File: config.mk
export PLATFORM = sky130hd
export DESIGN_NAME = sample_variance_accumulator
export DESIGN_NICKNAME = d
export VERILOG_FILES = /design/src/rtl/core/sva_pkg.sv /design/src/rtl/core/sample_variance_accumulator.sv
export SDC_FILE = /design/constraint.sdc
export NUM_CORES = 2
export LEC_CHECK = 0
export BUFFER_PORTS_ARGS = -buffer_cell sky130_fd_sc_hd__buf_2
export CORE_MARGIN = 1
export CORE_UTILIZATION = 60
export CTS_CLUSTER_DIAMETER = 200
export CTS_CLUSTER_SIZE = 28
export DETAILED_ROUTE_END_ITERATION = 10
export GPL_TIMING_DRIVEN = 0
export PLACE_DENSITY = 0.76
export SKIP_CTS_REPAIR_TIMING = 1
export SYNTH_ARGS = -nofsm -noshare
export SYNTH_HDL_FRONTEND = slang
export SYNTH_SLANG_ARGS = --single-unit
export TNS_END_PERCENT = 30
File: constraint.sdc
create_clock -name clk_i -period 24.1 [get_ports clk_i]
set_input_delay 1.205 -clock clk_i [delete_from_list [all_inputs] [get_ports clk_i]]
set_output_delay 1.205 -clock clk_i [all_outputs]
set_load 0.05 [all_outputs]
File: src/rtl/core/sva_pkg.sv
// ----------------------------------------------------------------------------
// sva_pkg
// Shared types and fixed widths for the sample variance accumulator.
// ----------------------------------------------------------------------------
package sva_pkg;

  localparam int unsigned SampleW = 16;
  localparam int unsigned VarW    = 39;
  localparam int unsigned MeanW   = 16;
  localparam int unsigned FracW   = 8;

  localparam logic [VarW-1:0] VarMax = {VarW{1'b1}};

  // Group finish sequencer
  typedef enum logic [2:0] {
    FIN_IDLE,
    FIN_MUL,
    FIN_SUB,
    FIN_DIV,
    FIN_DONE
  } fin_state_e;

endpackage

File: src/rtl/core/sample_variance_accumulator.sv
// ----------------------------------------------------------------------------
// sample_variance_accumulator
// Running sum / sum of squares over groups of SAMPLES signed samples; emits
// the unbiased variance (8 fraction bits, saturating) and the truncated mean.
// ----------------------------------------------------------------------------
//  channel | direction | signals                          | moves
//  --------+-----------+----------------------------------+--------------------
//  in      | input     | in_valid_i, in_ready_o, sample_i | one sample
//  out     | output    | out_valid_o, out_ready_i,        | one result per group
//          |           | variance_o, group_mean_o         |
//
//  A sample is accepted every cycle except in the stall described below; its
//  square and both sums update at the accepting edge. The last sample of a
//  group starts the finish path: a multiply state (|S1|^2, N*S2, mean by
//  reciprocal), a subtract state, 32x32 partial products for the division by
//  N*(N-1), then the result register loads once the output is free. Only the
//  next group's last sample stalls, while that path or a waiting result is
//  busy. Reset clears the sums and control state.
module sample_variance_accumulator #(
  parameter int unsigned SAMPLES = 16
) (
  input  logic                         clk_i,
  input  logic                         rst_ni,
  input  logic                         in_valid_i,
  output logic                         in_ready_o,
  input  logic signed [sva_pkg::SampleW-1:0] sample_i,
  output logic                         out_valid_o,
  input  logic                         out_ready_i,
  output logic [sva_pkg::VarW-1:0]     variance_o,
  output logic signed [sva_pkg::MeanW-1:0]   group_mean_o
);
  import sva_pkg::*;

  localparam int unsigned ClogW  = (SAMPLES > 1) ? $clog2(SAMPLES) : 1;
  localparam int unsigned CntW   = ClogW;
  localparam int unsigned SumW   = SampleW + ClogW;
  localparam int unsigned SqsW   = 2 * SampleW + ClogW;
  localparam int unsigned NumW   = 2 * SumW;
  localparam int unsigned DvdW   = NumW + FracW;

  // floor(x / D) == (x * VarRecip) >> VarSh for every x below 2**DvdW
  localparam int unsigned VarDenV = SAMPLES * (SAMPLES - 1);
  localparam int unsigned VarLog  = $clog2(VarDenV);
  localparam int unsigned VarSh   = DvdW + VarLog;
  localparam int unsigned RecW    = DvdW + 2;
  localparam int unsigned QuoW    = DvdW + 2 - VarLog;
  localparam int unsigned PW      = 32;
  localparam int unsigned XP      = (DvdW + PW - 1) / PW;
  localparam int unsigned MP      = (RecW + PW - 1) / PW;
  localparam int unsigned XPadW   = XP * PW;
  localparam int unsigned MPadW   = MP * PW;
  localparam int unsigned AccW    = XPadW + MPadW;
  localparam int unsigned XiW     = (XP > 1) ? $clog2(XP) : 1;
  localparam int unsigned MjW     = (MP > 1) ? $clog2(MP) : 1;
  localparam int unsigned PosW    = $clog2(XP + MP);

  // same scheme for the mean magnitude, |S1| below 2**SumW
  localparam int unsigned MeanSh   = SumW + ClogW;
  localparam int unsigned MeanRecW = SumW + 2;
  localparam int unsigned MProdW   = SumW + MeanRecW;

  localparam logic [CntW-1:0]  LastCnt  = CntW'(SAMPLES - 1);
  localparam logic [NumW-1:0]  NumScale = NumW'(SAMPLES);
  localparam logic [XiW-1:0]   LastXi   = XiW'(XP - 1);
  localparam logic [MjW-1:0]   LastMj   = MjW'(MP - 1);

  localparam logic [VarSh:0]   VarPow   = {1'b1, {VarSh{1'b0}}};
  localparam logic [VarSh:0]   VarCeil  = (VarPow + (VarSh+1)'(VarDenV - 1)) /
                                          (VarSh+1)'(VarDenV);
  localparam logic [MPadW-1:0] VarRecip = MPadW'(VarCeil);

  localparam logic [MeanSh:0]     MeanPow   = {1'b1, {MeanSh{1'b0}}};
  localparam logic [MeanSh:0]     MeanCeil  = (MeanPow + (MeanSh+1)'(SAMPLES - 1)) /
                                              (MeanSh+1)'(SAMPLES);
  localparam logic [MeanRecW-1:0] MeanRecip = MeanRecW'(MeanCeil);

  // ---------------- accumulation ----------------
  logic [CntW-1:0]        cnt_q, cnt_d;
  logic signed [SumW-1:0] sum_q, sum_d;
  logic [SqsW-1:0]        sqs_q, sqs_d;
  logic signed [2*SampleW-1:0] sample_sq;
  logic in_fire, last_fire;

  fin_state_e fin_q, fin_d;

  assign in_ready_o = !((cnt_q == LastCnt) && (fin_q != FIN_IDLE));
  assign in_fire    = in_valid_i && in_ready_o;
  assign last_fire  = in_fire && (cnt_q == LastCnt);

  assign sample_sq = sample_i * sample_i;

  always_comb begin
    sum_d = sum_q + SumW'(sample_i);
    sqs_d = sqs_q + SqsW'($unsigned(sample_sq));
    cnt_d = cnt_q + CntW'(1);
  end

  always_ff @(posedge clk_i or negedge rst_ni) begin
    if (!rst_ni) begin
      cnt_q <= '0;
      sum_q <= '0;
      sqs_q <= '0;
    end else if (in_fire) begin
      if (last_fire) begin
        cnt_q <= '0;
        sum_q <= '0;
        sqs_q <= '0;
      end else begin
        cnt_q <= cnt_d;
        sum_q <= sum_d;
        sqs_q <= sqs_d;
      end
    end
  end

  // ---------------- finish sequencer ----------------
  logic signed [SumW-1:0] fs1_q;
  logic [SqsW-1:0]        fs2_q;
  logic [SumW-1:0]        fabs;
  logic [NumW-1:0]        abs_sq_q, nsq_q, num;
  logic [MProdW-1:0]      mean_prod;
  logic [MeanW-1:0]       mean_mag_q;
  logic [XPadW-1:0]       dvd_q;
  logic [AccW-1:0]        acc_q;
  logic [XiW-1:0]         xi_q;
  logic [MjW-1:0]         mj_q;
  logic [PosW-1:0]        pp_pos;
  logic [PW-1:0]          x_piece, m_piece;
  logic [2*PW-1:0]        pp;
  logic [QuoW-1:0]        var_quo;
  logic                   out_valid_q;
  logic                   out_free, div_last;
  logic                   ld_mul, ld_sub, do_div, ld_out;

  assign fabs      = fs1_q[SumW-1] ? SumW'(-fs1_q) : SumW'(fs1_q);
  assign num       = (nsq_q > abs_sq_q) ? (nsq_q - abs_sq_q) : '0;
  assign mean_prod = MProdW'(fabs) * MProdW'(MeanRecip);
  assign out_free  = !out_valid_q || out_ready_i;
  assign div_last  = (xi_q == LastXi) && (mj_q == LastMj);

  // one 32x32 partial product of dividend times reciprocal per cycle
  assign x_piece = dvd_q[PW*xi_q +: PW];
  assign m_piece = VarRecip[PW*mj_q +: PW];
  assign pp      = (2*PW)'(x_piece) * (2*PW)'(m_piece);
  assign pp_pos  = PosW'(xi_q) + PosW'(mj_q);
  assign var_quo = acc_q[VarSh +: QuoW];

  always_comb begin
    fin_d = fin_q;
    unique case (fin_q)
      FIN_IDLE: if (last_fire) fin_d = FIN_MUL;
      FIN_MUL:  fin_d = FIN_SUB;
      FIN_SUB:  fin_d = FIN_DIV;
      FIN_DIV:  if (div_last) fin_d = FIN_DONE;
      FIN_DONE: if (out_free) fin_d = FIN_IDLE;
      default:  fin_d = FIN_IDLE;
    endcase
  end

  always_comb begin
    ld_mul = 1'b0;
    ld_sub = 1'b0;
    do_div = 1'b0;
    ld_out = 1'b0;
    unique case (fin_q)
      FIN_MUL:  ld_mul = 1'b1;
      FIN_SUB:  ld_sub = 1'b1;
      FIN_DIV:  do_div = 1'b1;
      FIN_DONE: ld_out = out_free;
      default:  ;
    endcase
  end

  always_ff @(posedge clk_i or negedge rst_ni) begin
    if (!rst_ni) begin
      fin_q <= FIN_IDLE;
    end else begin
      fin_q <= fin_d;
    end
  end

  always_ff @(posedge clk_i) begin
    if (last_fire) begin
      fs1_q <= sum_d;
      fs2_q <= sqs_d;
    end
    if (ld_mul) begin
      abs_sq_q   <= NumW'(fabs) * NumW'(fabs);
      nsq_q      <= NumW'(fs2_q) * NumScale;
      mean_mag_q <= mean_prod[MeanSh +: MeanW];
    end
    if (ld_sub) begin
      dvd_q <= XPadW'({num, {FracW{1'b0}}});
      acc_q <= '0;
      xi_q  <= '0;
      mj_q  <= '0;
    end else if (do_div) begin
      acc_q <= acc_q + (AccW'(pp) << (PW * pp_pos));
      if (mj_q == LastMj) begin
        mj_q <= '0;
        xi_q <= xi_q + XiW'(1);
      end else begin
        mj_q <= mj_q + MjW'(1);
      end
    end
  end

  // ---------------- result register ----------------
  logic [MeanW-1:0] mean_full;

  assign mean_full = fs1_q[SumW-1] ? (MeanW'(0) - mean_mag_q) : mean_mag_q;

  always_ff @(posedge clk_i or negedge rst_ni) begin
    if (!rst_ni) begin
      out_valid_q <= 1'b0;
    end else if (ld_out) begin
      out_valid_q <= 1'b1;
    end else if (out_ready_i) begin
      out_valid_q <= 1'b0;
    end
  end

  always_ff @(posedge clk_i) begin
    if (ld_out) begin
      variance_o   <= (|var_quo[QuoW-1:VarW]) ? VarMax : var_quo[VarW-1:0];
      group_mean_o <= $signed(mean_full);
    end
  end

  assign out_valid_o = out_valid_q;

endmodule

==> metrics.log <==
[metrics] outcome: finished, violations left
[metrics] violated checks: max-capacitance violations, max-slew violations
[metrics] maximum number of pins on one net before global-route repair: 65
[metrics] fraction of layout instances using a drive strength above 1: 2.76%
[metrics] wire length reported by the detailed router: 147,000 microns
[metrics] met3 wire length: 8280 microns
[metrics] most common cell after layout, fill and taps aside: sky130_fd_sc_hd__inv_1
[metrics] number of antenna violations at the first check in global routing: 0
[metrics] Most used DFF post-synth: sky130_fd_sc_hd__edfxtp_1
[metrics] clock tree root buffer cell: sky130_fd_sc_hd__clkbuf_16
[metrics] type of the most critical hold path: flip-flop to flip-flop
[metrics] full die area: 94,400 sq um
[metrics] worst clock skew: 48.7 ps
[metrics] instance count of the mapped netlist: 5,996
[metrics] post-synthesis cell type count: 89
[metrics] Reg clk slew, reported paths: 130 ps
[metrics] number of setup violations in the final report: 0
[metrics] via count: 42,900
[metrics] Die Y: 307 microns
[metrics] Std-Cell Rows: 111
[metrics] count of clock tree sinks: 405
[metrics] Starting Density: 60.8%
[metrics] Placed Instance Area: 58,100 sq um
[metrics] Yosys warnings: 0
[metrics] Clock Latency Late Sink: 610 ps
[metrics] critical path's most frequent cell: sky130_fd_sc_hd__ha_1
[metrics] Antenna diodes: 0
[metrics] wire length per cell after detailed routing: 19.9 microns
[metrics] Worst setup EP type: flip-flop
[metrics] maximum level of the CTS H-tree: 1
[metrics] core area: 91,900 sq um
[metrics] highest signal layer in the routed design: met4
[metrics] DRT Pass-1 Iters: 6
[metrics] sequential area share after synthesis: 19.4%
[metrics] number of global-route vias before repair: 44,000
[metrics] proportion of register bits with asynchronous set or reset after synthesis: 15.8%
[metrics] post-route cell area: 58,700 sq um
[metrics] sum of buffers and inverters on the critical path: 7
[metrics] unrepaired setup endpoints after global routing: false
[metrics] CTS tree: built
[metrics] largest buffer count on any clock path: 3
[metrics] cell with the largest stage delay on the worst path: sky130_fd_sc_hd__a2111oi_0
[metrics] global routing usage summed across all routing layers: 31.7%
[metrics] Placer Congestion: 1.04
[metrics] Slew Viols, Final: 10
[metrics] pre-CTS WS: 11,910 ps
[metrics] number of primary I/O pins: 77
[metrics] type of element launching the critical path: flip-flop
[metrics] fin nets: 7,573
[metrics] Area Overhead vs Synth: 4.92%
[metrics] count of endpoints failing hold in the final timing report: 0
[metrics] Least-Margin Pin Slew: 1540 ps
[metrics] DR iter-0 viols: 3,184
[metrics] cell class contributing the biggest share of worst-path delay: compound AO/OA/AOI/OAI gates
[metrics] data required time of the worst path: 24,560 ps
[metrics] Die Span X: 307 microns
[metrics] synthesized area per cell: 9.32 sq um
[metrics] Max stage delay on crit path: 990 ps
[metrics] TNS Setup: 0 ps
[metrics] combined area of the multi-input logic cells: 40,500 sq um
[metrics] dpl hpwl: 124,000 microns
[metrics] fill cell count: 7,857
[metrics] EDFF count, synth: 241
[metrics] Data arrival, critical path: 13,090 ps
[metrics] FMAX: 79.2 MHz
[metrics] post-synthesis register bit count: 405
[metrics] Routed met1 length: 59,400 microns
[metrics] Max Fanout on Critical Path: 10
[metrics] met2 layer wire length in the routed design: 72,800 microns
[metrics] Post-Place Cells: 7,344
[metrics] Min Clock Period, post-route: 12,630 ps
[metrics] register area: 10,800 sq um
[metrics] Maximum Capacitance Violations: 1
[metrics] most used cells in the layout excluding fill and tap cells: sky130_fd_sc_hd__inv_1, sky130_fd_sc_hd__ha_1, sky130_fd_sc_hd__fa_1
[metrics] total clock buffers created by CTS: 18
[metrics] total DRC errors in the routed layout: 0
[metrics] Tcrit/Tclk final: 52.4%
[metrics] Worst slew margin: -3.13%
[metrics] CP Class: flip-flop to flip-flop
[metrics] post-route ant nets: 0
[metrics] via density per instance: 5.82
[metrics] global-route wire length before repair: 234,000 microns
[metrics] Overflow after GRT: 0
[metrics] Port Buf Inserts: 76
[metrics] final critical-path setup slack: 11,470 ps
[metrics] Non-Filler Instances: 7,376
[metrics] Post-Synthesis Cell Area: 55,900 sq um
==> layer usage <==
| layer | GRT usage [%] | up-vias |
|---|---|---|
| met4 | 12.3 | 0 |
| met3 | 3.05 | 312 |
| met2 | 55.6 | 1386 |
| li1 | - | 20100 |
| met1 | 40.4 | 21100 |
| met5 | 0 | - |
==> stage by stage <==
stage	utilization (%)	hold slack, ps
after detailed placement	63.2	405
after global placement	63.0	402
after global routing	63.8	436
final	63.8	424
after CTS	63.8	428
after floorplan	-	400
==> sequential cells by signal (all words and copies together) (netlist names) <==
register	flops
dvd_q	39
sqs_q	36
fs2_q	36
group_mean_o	16
mj_q	1
xi_q	1
out_valid_o	1
sum_q	20
fin_q	3
mean_mag_q	16
cnt_q	4
fs1_q	20
nsq_q	36
acc_q	98
abs_sq_q	39
variance_o	39
==> kinds of logic after synthesis <==
| family | Yosys count | synth area share [%] |
|---|---|---|
| XOR/XNOR | 349 | 5.47 |
| flip-flops | 405 | 19.4 |
| AO/OA/AOI/OAI | 1176 | 13.6 |
| AND/OR/NAND/NOR | 1380 | 11.5 |
| adder cells (fa/ha/maj) | 1432 | 41.3 |
| other | 2 | 0.0134 |
| multiplexers | 19 | 0.365 |
| buffers and inverters | 1233 | 8.35 |
==> area by class of cell <==
class	count	area share, %
buffer	187	1.27
clock buffer	30	0.845
clock inverter	2	0.0789
inverter	1046	6.69
multi-input combinational	4375	69.0
sequential	405	18.5
tap	1243	2.65
timing repair buffer	88	0.949
==> path summary, 6_finish.rpt <==
path	end	start	slack, ps	cells after the start
setup / recovery	acc_q[97]	xi_q	11470	41
hold / removal	nsq_q[12]	fs2_q[8]	420	0
setup reg to reg	acc_q[97]	xi_q	11470	41
hold reg to reg	nsq_q[12]	fs2_q[8]	420	0
max in group asynchronous	sqs_q[4]	rst_ni	23160	2
min in group asynchronous	sqs_q[27]	rst_ni	580	2
==> cell usage after synthesis (26+ instances only) <==
master | count | area share, %
sky130_fd_sc_hd__a21o_1 | 188 | 2.5
sky130_fd_sc_hd__a21oi_1 | 314 | 2.8
sky130_fd_sc_hd__a22o_1 | 52 | 0.81
sky130_fd_sc_hd__a31oi_1 | 35 | 0.39
sky130_fd_sc_hd__and2_1 | 88 | 0.98
sky130_fd_sc_hd__and3_1 | 36 | 0.40
sky130_fd_sc_hd__clkbuf_1 | 172 | 1.2
sky130_fd_sc_hd__dfrtp_1 | 64 | 2.9
sky130_fd_sc_hd__dfxtp_1 | 100 | 3.6
sky130_fd_sc_hd__edfxtp_1 | 241 | 13
sky130_fd_sc_hd__fa_1 | 690 | 25
sky130_fd_sc_hd__ha_1 | 742 | 17
sky130_fd_sc_hd__inv_1 | 1036 | 7.0
sky130_fd_sc_hd__nand2_1 | 456 | 3.1
sky130_fd_sc_hd__nand2b_1 | 100 | 1.1
sky130_fd_sc_hd__nand3_1 | 70 | 0.63
sky130_fd_sc_hd__nand4_1 | 53 | 0.59
sky130_fd_sc_hd__nor2_1 | 390 | 2.6
sky130_fd_sc_hd__nor2b_1 | 65 | 0.73
sky130_fd_sc_hd__nor3_1 | 52 | 0.47
sky130_fd_sc_hd__o21a_1 | 40 | 0.54
sky130_fd_sc_hd__o21ai_0 | 253 | 2.3
sky130_fd_sc_hd__o21bai_1 | 55 | 0.74
sky130_fd_sc_hd__o22ai_1 | 42 | 0.47
sky130_fd_sc_hd__o31ai_1 | 26 | 0.35
sky130_fd_sc_hd__xnor2_1 | 230 | 3.6
sky130_fd_sc_hd__xor2_1 | 119 | 1.9
Power is left out: the tool's default activity adds up to more than one toggle a clock period on the data nets, which glitch-free logic cannot reach.
